**config.mk**
```make
export PLATFORM = sky130hd
export DESIGN_NAME = booth_radix2_multiplier_unit_flat
export DESIGN_NICKNAME = d
export VERILOG_FILES = /design/src/hw/rtl/brm_pkg.sv /design/src/hw/rtl/brm_in_if.sv /design/src/hw/rtl/brm_out_if.sv /design/src/hw/rtl/brm_ctrl.sv /design/src/hw/rtl/brm_datapath.sv /design/src/hw/rtl/booth_radix2_multiplier_unit.sv /design/src/flat_wrapper.sv
export VERILOG_INCLUDE_DIRS = /design/src /design/src/hw/rtl
export SDC_FILE = /design/constraint.sdc
export NUM_CORES = 1
export LEC_CHECK = 0
export ABC_AREA = 1
export BUFFER_PORTS_ARGS = -buffer_cell sky130_fd_sc_hd__buf_4
export CAP_MARGIN = 20
export CORE_MARGIN = 3
export CORE_UTILIZATION = 55
export DETAILED_ROUTE_END_ITERATION = 7
export PLACE_DENSITY = 0.74
export SLEW_MARGIN = 20
export SYNTH_ARGS = -nofsm -noshare
export SYNTH_HDL_FRONTEND = slang
export SYNTH_SLANG_ARGS = --single-unit
```
**constraint.sdc**
```tcl
create_clock -name clk_i -period 4.5 [get_ports clk_i]
set_input_delay 0.9 -clock clk_i [delete_from_list [all_inputs] [get_ports clk_i]]
set_output_delay 0.9 -clock clk_i [all_outputs]
set_load 0.02 [all_outputs]
```
**src/hw/rtl/assert_macros.svh**
```systemverilog
// Assertion macros shared by the RTL of the Booth multiplier.
`ifndef ASSERT_MACROS_SVH
`define ASSERT_MACROS_SVH

`ifndef SYNTHESIS

// Asserts a property on the rising clock edge, disabled while reset is low.
`define BRM_ASSERT(lbl, clk, rst_n, prop, msg) \
  lbl: assert property (@(posedge clk) disable iff (!rst_n) (prop)) else $error(msg);

// Asserts that a condition never holds on the rising clock edge.
`define BRM_ASSERT_NEVER(lbl, clk, rst_n, cond, msg) \
  lbl: assert property (@(posedge clk) disable iff (!rst_n) !(cond)) else $error(msg);

`else

`define BRM_ASSERT(lbl, clk, rst_n, prop, msg)
`define BRM_ASSERT_NEVER(lbl, clk, rst_n, cond, msg)

`endif

`endif

```
**src/hw/rtl/brm_pkg.sv**
```systemverilog
// Package with the shared constants and controller/datapath types of the Booth multiplier.
package brm_pkg;

  // Default operand width in bits.
  localparam int unsigned BrmWidth = 16;

  // Commands from the controller to the datapath.
  typedef struct packed {
    logic load;     // Take a new operand pair and clear the accumulator.
    logic step;     // Run one Booth add/subtract and shift iteration.
    logic capture;  // Latch the finished product into the output register.
  } brm_cmd_t;

  // Status from the datapath to the controller.
  typedef struct packed {
    logic last;     // The next iteration is the final one.
  } brm_sts_t;

endpackage

```
**src/hw/rtl/brm_in_if.sv**
```systemverilog
// Input channel interface carrying one operand pair per item.
interface brm_in_if #(
  parameter int unsigned Width = brm_pkg::BrmWidth
);
  logic                    valid;
  logic                    ready;
  logic signed [Width-1:0] multiplicand;
  logic signed [Width-1:0] multiplier;

  modport source (output valid, output multiplicand, output multiplier, input ready);
  modport sink   (input valid, input multiplicand, input multiplier, output ready);
endinterface

```
**src/hw/rtl/brm_out_if.sv**
```systemverilog
// Output channel interface carrying one product per item.
interface brm_out_if #(
  parameter int unsigned Width = brm_pkg::BrmWidth
);
  logic                      valid;
  logic                      ready;
  logic signed [2*Width-1:0] product;

  modport source (output valid, output product, input ready);
  modport sink   (input valid, input product, output ready);
endinterface

```
**src/hw/rtl/brm_ctrl.sv**
```systemverilog
// Controller state machine of the Booth multiplier.
module brm_ctrl (
  input  logic              clk_i,
  input  logic              rst_ni,
  input  logic              in_valid_i,
  output logic              in_ready_o,
  output logic              out_valid_o,
  input  logic              out_ready_i,
  output brm_pkg::brm_cmd_t cmd_o,
  input  brm_pkg::brm_sts_t sts_i
);
  import brm_pkg::*;

  typedef enum logic [1:0] {
    StIdle = 2'b01,
    StRun  = 2'b10
  } state_e;

  state_e state_q, state_d;
  logic   out_valid_q, out_valid_d;
  logic   out_free;
  logic   running;

  assign out_free = !out_valid_q || out_ready_i;

  always_comb begin
    running = 1'b0;
    case (state_q)
      StIdle:  running = 1'b0;
      StRun:   running = 1'b1;
      default: running = 1'b0;
    endcase
  end

  // The final iteration waits until the output register can take the product.
  always_comb begin
    in_ready_o    = !running;
    cmd_o.load    = !running && in_valid_i;
    cmd_o.step    = running && (!sts_i.last || out_free);
    cmd_o.capture = running && sts_i.last && out_free;
  end

  always_comb begin
    state_d = state_q;
    case (state_q)
      StIdle: begin
        if (in_valid_i) begin
          state_d = StRun;
        end
      end
      StRun: begin
        if (cmd_o.capture) begin
          state_d = StIdle;
        end
      end
      default: state_d = StIdle;
    endcase
  end

  always_comb begin
    out_valid_d = out_valid_q;
    if (cmd_o.capture) begin
      out_valid_d = 1'b1;
    end else if (out_ready_i) begin
      out_valid_d = 1'b0;
    end
  end

  assign out_valid_o = out_valid_q;

  always_ff @(posedge clk_i or negedge rst_ni) begin
    if (!rst_ni) begin
      state_q     <= StIdle;
      out_valid_q <= 1'b0;
    end else begin
      state_q     <= state_d;
      out_valid_q <= out_valid_d;
    end
  end

endmodule

```
**src/hw/rtl/brm_datapath.sv**
```systemverilog
// Datapath of the Booth multiplier: operand registers, accumulator and product register.
module brm_datapath #(
  parameter int unsigned Width = brm_pkg::BrmWidth
) (
  input  logic                      clk_i,
  input  logic                      rst_ni,
  input  brm_pkg::brm_cmd_t         cmd_i,
  output brm_pkg::brm_sts_t         sts_o,
  input  logic signed [Width-1:0]   multiplicand_i,
  input  logic signed [Width-1:0]   multiplier_i,
  output logic signed [2*Width-1:0] product_o
);
  import brm_pkg::*;

  localparam int unsigned CntW = $clog2(Width);

  logic [Width-1:0]   mcand_q;
  logic [Width:0]     acc_q, acc_d;
  logic [Width-1:0]   mplr_q, mplr_d;
  logic               prior_q;
  logic [CntW-1:0]    cnt_q;
  logic [2*Width-1:0] product_q;

  logic [Width:0]     mcand_ext;
  logic [Width:0]     sum;
  logic               q0;

  assign q0        = mplr_q[0];
  assign mcand_ext = {mcand_q[Width-1], mcand_q};

  // Booth recoding of the pair (low multiplier bit, prior bit).
  always_comb begin
    sum = acc_q;
    if (q0 && !prior_q) begin
      sum = acc_q - mcand_ext;
    end else if (!q0 && prior_q) begin
      sum = acc_q + mcand_ext;
    end
  end

  // Arithmetic right shift of the combined accumulator and multiplier register.
  assign acc_d  = {sum[Width], sum[Width:1]};
  assign mplr_d = {sum[0], mplr_q[Width-1:1]};

  assign sts_o.last = (cnt_q == '0);
  assign product_o  = product_q;

  always_ff @(posedge clk_i or negedge rst_ni) begin
    if (!rst_ni) begin
      cnt_q <= '0;
    end else if (cmd_i.load) begin
      cnt_q <= CntW'(Width - 1);
    end else if (cmd_i.step && (cnt_q != '0)) begin
      cnt_q <= cnt_q - 1'b1;
    end
  end

  always_ff @(posedge clk_i or negedge rst_ni) begin
    if (!rst_ni) begin
      mcand_q   <= '0;
      mplr_q    <= '0;
      acc_q     <= '0;
      prior_q   <= 1'b0;
      product_q <= '0;
    end else begin
      if (cmd_i.load) begin
        mcand_q <= multiplicand_i;
        mplr_q  <= multiplier_i;
        acc_q   <= '0;
        prior_q <= 1'b0;
      end else if (cmd_i.step) begin
        acc_q   <= acc_d;
        mplr_q  <= mplr_d;
        prior_q <= q0;
      end
      if (cmd_i.capture) begin
        product_q <= {acc_d[Width-1:0], mplr_d};
      end
    end
  end

endmodule

```
**src/hw/rtl/booth_radix2_multiplier_unit.sv**
```systemverilog
// Top level of the radix-2 Booth sequential signed multiplier.
//
//   Channel  Direction  Payload                              Handshake
//   in_i     sink       multiplicand[W-1:0], multiplier[W-1:0]  valid/ready
//   out_o    source     product[2W-1:0]                       valid/ready
//
// An item first loads its operands, then one Booth add/subtract-and-shift
// iteration runs per cycle, once per multiplier bit; only the final
// iteration can hold, waiting for the output register.
// Reset clears the controller state, the output valid flag, the counter and
// every datapath register.
// The finished product sits in an output register, so a new item is accepted
// while the previous product still waits; if that product is still not taken
// when the next one is ready, the final iteration holds until it is.
module booth_radix2_multiplier_unit #(
  parameter int unsigned WIDTH = brm_pkg::BrmWidth
) (
  input logic      clk_i,
  input logic      rst_ni,
  brm_in_if.sink   in_i,
  brm_out_if.source out_o
);
  import brm_pkg::*;

  `include "assert_macros.svh"

  brm_cmd_t cmd;
  brm_sts_t sts;

  // The controller sequences load, iterations and product capture.
  brm_ctrl u_ctrl (
    .clk_i       (clk_i),
    .rst_ni      (rst_ni),
    .in_valid_i  (in_i.valid),
    .in_ready_o  (in_i.ready),
    .out_valid_o (out_o.valid),
    .out_ready_i (out_o.ready),
    .cmd_o       (cmd),
    .sts_i       (sts)
  );

  // The datapath holds the operands, the widened accumulator and the product.
  brm_datapath #(
    .Width (WIDTH)
  ) u_datapath (
    .clk_i          (clk_i),
    .rst_ni         (rst_ni),
    .cmd_i          (cmd),
    .sts_o          (sts),
    .multiplicand_i (in_i.multiplicand),
    .multiplier_i   (in_i.multiplier),
    .product_o      (out_o.product)
  );

  // An accepted item keeps the input closed for the next cycle.
  `BRM_ASSERT(a_busy_after_load, clk_i, rst_ni, cmd.load |=> !in_i.ready, "input open after load")

  // Loading and iterating never happen in the same cycle.
  `BRM_ASSERT_NEVER(a_load_step, clk_i, rst_ni, cmd.load && cmd.step, "load during iteration")

  // The final iteration always presents a product in the next cycle.
  `BRM_ASSERT(a_capture_valid, clk_i, rst_ni, cmd.capture |=> out_o.valid, "product not presented")

  // The input reopens only after the final iteration.
  `BRM_ASSERT(a_reopen, clk_i, rst_ni, $rose(in_i.ready) |-> $past(cmd.capture), "early reopen")

endmodule

```
**src/flat_wrapper.sv**
```systemverilog
// flat-port wrapper written by rule: the top's interface ports become plain ports
module booth_radix2_multiplier_unit_flat import brm_pkg::*;
#(
  parameter int unsigned WIDTH = brm_pkg::BrmWidth
)
  (clk_i, rst_ni, in_i_valid, in_i_multiplicand, in_i_multiplier, in_i_ready, out_o_valid, out_o_product, out_o_ready);
  brm_in_if #(.Width((brm_pkg::BrmWidth))) in_i_i ();
  brm_out_if #(.Width((brm_pkg::BrmWidth))) out_o_i ();
  input logic clk_i;
  input logic rst_ni;
  input wire logic [$bits(in_i_i.valid)-1:0] in_i_valid;
  input wire logic [$bits(in_i_i.multiplicand)-1:0] in_i_multiplicand;
  input wire logic [$bits(in_i_i.multiplier)-1:0] in_i_multiplier;
  output wire logic [$bits(in_i_i.ready)-1:0] in_i_ready;
  output wire logic [$bits(out_o_i.valid)-1:0] out_o_valid;
  output wire logic [$bits(out_o_i.product)-1:0] out_o_product;
  input wire logic [$bits(out_o_i.ready)-1:0] out_o_ready;
  assign in_i_i.valid = in_i_valid;
  assign in_i_i.multiplicand = in_i_multiplicand;
  assign in_i_i.multiplier = in_i_multiplier;
  assign in_i_ready = in_i_i.ready;
  assign out_o_valid = out_o_i.valid;
  assign out_o_product = out_o_i.product;
  assign out_o_i.ready = out_o_ready;
  booth_radix2_multiplier_unit #(.WIDTH(WIDTH)) u_core (.clk_i(clk_i), .rst_ni(rst_ni), .in_i(in_i_i), .out_o(out_o_i));
endmodule
```
# Word-level counts from Yosys, hierarchy flattened
# Index checks and enable logic that the tools add are counted.
# word_totals
ff_bits	89
latchBits	0
mem_bits_rw	0
mem_bits_ro	0
in_bits	36
output_inout_bits	34
memories	0
# op_classes
addsub	3
n_mul	0
n_div	0
magnitude_cmp	0
n_eq_ne	4
shifts	0
mux	16
bitwise	0
n_reduce_logical	20
# ops
operator	n
$mux 17	4
$mux 16	2
$add 17x17->17	1
$sub 17x17->17	1
$mux 4	2
$logic_and 1x1->1	7
$reduce_bool 2->1	3
$logic_not 1->1	5
$mux 1	5
$logic_not 4->1	1
$mux 2	2
$pmux 2 s2	1
$reduce_bool 4->1	1
$sub 4x1->4 const B	1
$eq 2x1->1 const B	1
$eq 2x2->1 const B	1
$logic_or 1x1->1	2
$ne 2x1->1 const B	1
$ne 2x2->1 const B	1
$reduce_and 2->1	1

# Longest topological paths before layout
# depth
depth_word	7
mapped_depth	15

# Modules after synthesis
# A second synthesis with hierarchy kept.
# hier_totals
cells_unflattened	789
hier_area_um2	5667.9
# modules_own_cells
module	n_inst	cells_per_inst	area_each_um2
brm_datapath	1	765	5489.0
brm_ctrl	1	24	178.9

# Least setup slack after synthesis
# OpenSTA, ideal clock, no wires.
# synth_path
path_type	flip-flop to flip-flop
startpoint	register u_core.u_datapath.acc_q[0]
endpoint	register u_core.u_datapath.acc_q[15]
setup_ns	0.116
arrival_ns	1.716
required_time_ns	4.384
setup_slack_ns	2.668
stages_incl_launch_ff	15
path_buffers	0
period_less_slack_ns	1.832
path_cell_list	dfrtp_1 -> inv_1 -> ha_1 -> inv_1 -> fa_1 -> nand3_1 -> nand2_1 -> nand2_1 -> nand2_1 -> nand2_1 -> nand3_1 -> nand3_1 -> nand3_2 -> nand2_1 -> nand2_1
# synth_via
elab_chain_cells	5
word_cells_on_any_way	6
# synth_lines
item	line_no	text
start: declaration	brm_datapath.sv:18	logic [Width:0] acc_q, acc_d;
start signal: assignment	brm_datapath.sv:62	acc_q <= '0;
start signal: assignment	brm_datapath.sv:69	acc_q <= '0;
start signal: assignment	brm_datapath.sv:72	acc_q <= acc_d;
$add 17x17->17	brm_datapath.sv:37	sum = acc_q + mcand_ext;
$mux 17	brm_datapath.sv:36	end else if (!q0 && prior_q) begin
$mux 17 (*)	brm_datapath.sv:34	if (q0 && !prior_q) begin
$mux 17 (*)	brm_datapath.sv:71	end else if (cmd_i.step) begin
$mux 17 (*)	brm_datapath.sv:66	if (cmd_i.load) begin
# Every way passes the cells marked *; elsewhere a longest branch is shown, timed or not. The select of a mux whose other input is x is not followed.
# A chain may end at the register's enable or synchronous reset.

# Worst setup path after layout
# layout_path
startpoint	register u_core.u_datapath.acc_q[0]
endpoint	register u_core.u_datapath.product_q[27] (netlist: u_core.u_datapath.product_o[27])
# layout_via
elab_chain_cells	3
word_cells_on_any_way	4
# layout_lines
item	line_no	text
$add 17x17->17	brm_datapath.sv:37	
$mux 17	brm_datapath.sv:36	
$mux 17 (*)	brm_datapath.sv:34	
end signal: assignment	brm_datapath.sv:77	product_q <= {acc_d[Width-1:0], mplr_d};
end: declaration	brm_datapath.sv:22	logic [2*Width-1:0] product_q;
# Every way passes the cells marked *; elsewhere a longest branch is shown, timed or not.

==> reports/metrics.yaml <==
status:
  run_status: "complete, no violations"
worst_setup_path:
  r2r.worst_path.cells: 14
  worst_ep_required_time_ps: 4740
  critical_path_class: "flip-flop to flip-flop"
  critical_path_sink_type: "flip-flop"
  worst-path-max-fanout: 4
  cp-start-kind: "flip-flop"
  cp_data_arrival_time_ps: 2590
synthesis:
  synth_sequential_area_ratio_pct: 37.0
  netlist.area_leader.share_pct: 36.5
  dominant_combinational_cell_family_by_area_after_synthesis: "simple AND/OR/NAND/NOR gates"
  yosys-top-cells-area: "sky130_fd_sc_hd__dfrtp_1, sky130_fd_sc_hd__nand2_1, sky130_fd_sc_hd__inv_1"
  number_of_flops_mapped_to_enable_cells_by_yosys: 0
  synth.area.mux_share_pct: 0
  synth_compound_area_share_pct: 11.5
  number_of_storage_elements_in_the_synthesis_netlist: 88
  synth_cell_type_count: 40
  post_synth_fa_ha_maj_area_fraction_pct: 7.81
  synthXorXnorAreaFrac_pct: 0.441
  synth_flop_cell: "sky130_fd_sc_hd__dfrtp_1"
  synth_simple_gate_area_share_pct: 30.1
  async_reset_ff_share_pct: 100
  yosysWarnings: 0
  syn_area_per_cell_um2: 7.13
  synth.net_count: 907
  netlist.top_cell.by_area: "sky130_fd_sc_hd__dfrtp_1"
  netlist_area_um2: 5960
  number_of_instances_in_the_synthesized_netlist: 835
timing:
  finalHoldViolCount: 0
  slew-limit-headroom_pct: 41.2
  grt_setup_unrepaired: "no"
  final_setup_fails: 0
  min_period_over_period_pct: 52.1
  worst-slew-pin-transition_ps: 879
  skew_ps: 16.0
  final.min_clock_period_ps: 2350
  final_max_slew_viol_count: 0
  totalNegativeSetupSlack_ps: 0
  postLayoutSetupSlackWorst_ps: 2150
  fin_worst_hold_slack_ps: 498
  fmaxAchievable_ghz: 0.426
drt:
  post_drt_via_cell_ratio: 5.25
  wl_um: 15400
  dr_total_vias: 5387
  final_routed_drc_violation_total: 0
  routedWlPerCell_um: 15.0
  drtAntennaViolNets: 0
  detail_route.iter0.violations: 405
  detailed_routing_iteration_count_for_the_pre_antenna_repair_pass: 5
clocking:
  cts_hold_buffers: 0
  post_cts_resize_count: 0
  worstSkewPairLatency_ps: 360
  clkTransAtPathRegs_ps: 90
  max-clock-path-buffers: 2
  sink_count: 88
  cts_setup_buffers: 0
  clock_tree.root_cell: "sky130_fd_sc_hd__clkbuf_8"
  cts_made_buffers: 9
  htree_num_levels: 3
  tritoncts_clock_tree: "done"
worst_hold_path:
  timing.hold.worst_path_depth: 2
  hold_path_class: "flip-flop to flip-flop"
cells_and_area:
  finish.instance_area_um2: 6600
  synthToLayoutAreaGrowth_pct: 10.8
  fillers: 975
  diodes: 0
  nNetsFinal: 958
  final_layout_size_suffix_gt1_share_pct: 14.7
place:
  post_place_cell_area_um2: 6420
  finalWeightedCongestion: 0.988
  place.detailed.hpwl_um: 12000
  pre_cts_slack_ps: 1970
  io_buffers: 69
global_routing:
  first_pass_grt_wire_length_um: 25500
  groute.usage.overall_pct: 27.1
  grt_max_degree: 53
  grt_pass1_vias: 5222
  grt_overflow_total: 0
  initial_antenna_violation_count: 0
power:
  ir_drop_mv: 0.267
  static-leakage-power_nw: 3.77
  power_per_cell_area_nw_per_um2: 498
die:
  fp.dieArea_um2: 12100
  design.portCount: 70
  die-width_um: 110
  rows: 37
  fp.dieH_um: 110
  initial_utilization_pct: 57.2
  core_region_area_um2: 10400
run:
  drv_cap: 0
==> cell usage in the layout (no fill, tap or decap), types with 2 or more instances in the layout <==
cell and n:
sky130_fd_sc_hd__xor2_1 2, sky130_fd_sc_hd__nand4_1 3, sky130_fd_sc_hd__o221ai_2 5, sky130_fd_sc_hd__o21ai_1 22, sky130_fd_sc_hd__and2_1 3, sky130_fd_sc_hd__nand2_1 308
sky130_fd_sc_hd__nor2_4 4, sky130_fd_sc_hd__nor3_1 6, sky130_fd_sc_hd__a21oi_1 22, sky130_fd_sc_hd__fa_1 2, sky130_fd_sc_hd__nand2_2 6, sky130_fd_sc_hd__nand3_2 2
sky130_fd_sc_hd__inv_2 12, sky130_fd_sc_hd__nand3_1 56, sky130_fd_sc_hd__inv_1 128, sky130_fd_sc_hd__o21ai_0 32, sky130_fd_sc_hd__clkinv_2 3, sky130_fd_sc_hd__o22ai_1 2
sky130_fd_sc_hd__o22ai_2 2, sky130_fd_sc_hd__a21oi_2 5, sky130_fd_sc_hd__clkbuf_8 10, sky130_fd_sc_hd__buf_4 73, sky130_fd_sc_hd__nor2_1 35, sky130_fd_sc_hd__o221ai_1 12
sky130_fd_sc_hd__inv_6 2, sky130_fd_sc_hd__ha_1 34, sky130_fd_sc_hd__dfrtp_1 87
==> flip-flops by register name, indices dropped and copies added (netlist names) <==
register                     flops
u_core.u_datapath.product_o     32
u_core.u_datapath.acc_q         16
u_core.u_datapath.mcand_q       16
u_core.u_datapath.mplr_q        16
u_core.u_datapath.cnt_q          4
u_core.u_ctrl.state_q            2
u_core.u_ctrl.out_valid_o        1
u_core.u_datapath.prior_q        1
==> worst paths after layout <==
kind                                                 startpoint                               to  slack (ps)
min in group asynchronous                                rst_ni    u_core.u_datapath.mcand_q[12]         540
max in group asynchronous                                rst_ni     u_core.u_datapath.mcand_q[8]        2990
worst max-delay path                 u_core.u_datapath.acc_q[0]  u_core.u_datapath.product_o[27]        2150
worst min-delay path            u_core.u_datapath.product_o[29]  u_core.u_datapath.product_o[29]         500
worst min register to register  u_core.u_datapath.product_o[29]  u_core.u_datapath.product_o[29]         500
worst max register to register       u_core.u_datapath.acc_q[0]  u_core.u_datapath.product_o[27]        2150
==> final cells by class <==
class	instances	area (um^2)	share of cell area (%)
Clock inverter	6	41.3	0.625
Inverter	140	526	7.96
Tap cell	136	170	2.58
Clock buffer	10	138	2.08
Timing Repair Buffer	73	548	8.30
Sequential cell	88	2200	33.4
Multi-Input combinational cell	574	2980	45.1
==> Yosys cell counts (3+ instances only) <==
master,instances
sky130_fd_sc_hd__buf_6,12
sky130_fd_sc_hd__dfrtp_1,87
sky130_fd_sc_hd__o221ai_2,5
sky130_fd_sc_hd__o21ai_0,32
sky130_fd_sc_hd__a21oi_1,22
sky130_fd_sc_hd__inv_2,12
sky130_fd_sc_hd__nand2_1,308
sky130_fd_sc_hd__ha_1,34
sky130_fd_sc_hd__buf_2,10
sky130_fd_sc_hd__o21ai_1,22
sky130_fd_sc_hd__inv_1,128
sky130_fd_sc_hd__nor2_1,35
sky130_fd_sc_hd__nand2_2,6
sky130_fd_sc_hd__nor2_4,3
sky130_fd_sc_hd__and2_1,3
sky130_fd_sc_hd__buf_4,8
sky130_fd_sc_hd__clkbuf_1,3
sky130_fd_sc_hd__o221ai_1,12
sky130_fd_sc_hd__nor3_1,6
sky130_fd_sc_hd__nand3_1,56
sky130_fd_sc_hd__a21oi_2,5
sky130_fd_sc_hd__nand4_1,3
==> worst max-delay path: stages, from the launching register on <==
cell	delay, ps
sky130_fd_sc_hd__dfrtp_1	410
sky130_fd_sc_hd__inv_1	90
sky130_fd_sc_hd__ha_1	150
sky130_fd_sc_hd__inv_1	90
sky130_fd_sc_hd__fa_1	420
sky130_fd_sc_hd__nand3_1	100
sky130_fd_sc_hd__nand2_1	110
sky130_fd_sc_hd__nand2_1	90
sky130_fd_sc_hd__nand2_1	150
sky130_fd_sc_hd__nand2_1	130
sky130_fd_sc_hd__nand3_1	80
sky130_fd_sc_hd__nand3_1	100
sky130_fd_sc_hd__nand3_1	140
sky130_fd_sc_hd__nand2_1	100
sky130_fd_sc_hd__nand2_1	60
==> metrics by stage <==
stage	utilization, %	instances	total power [mW]
CTS	63.3	1026	3.29
floorplan	-	835	2.39
global placement	61.6	1010	2.73
finish	63.4	1027	3.29
detailed placement	61.6	1010	2.77
global route	63.4	1027	3.58
==> power breakdown <==
part | internal [mW] | switching, mW | leakage [nW] | total [mW]
logic | 0.523 | 1.19 | 2.57 | 1.72
registers | 0.960 | 0.105 | 1.10 | 1.07
clock network | 0.218 | 0.288 | 0.0968 | 0.505
total | 1.70 | 1.59 | 3.77 | 3.29
==> layer usage <==
metal	vias up	track usage, %	part of all wire (%)
met5	-	0	0
met4	0	11.3	2.8
met3	30	5.01	7.0
met2	193	41.9	46
met1	2460	37.6	44
li1	2704	-	-
==> cells by family (layout without fill, tap and decap cells) <==
logic type / after synthesis / after routing
buffers and inverters: 173 / 229
flip-flops: 88 / 88
AND/OR/NAND/NOR: 428 / 428
adder cells (fa/ha/maj): 36 / 36
XOR/XNOR: 3 / 3
AO/OA/AOI/OAI: 107 / 107
No activity file was read; power rests on OpenSTA's default activity.
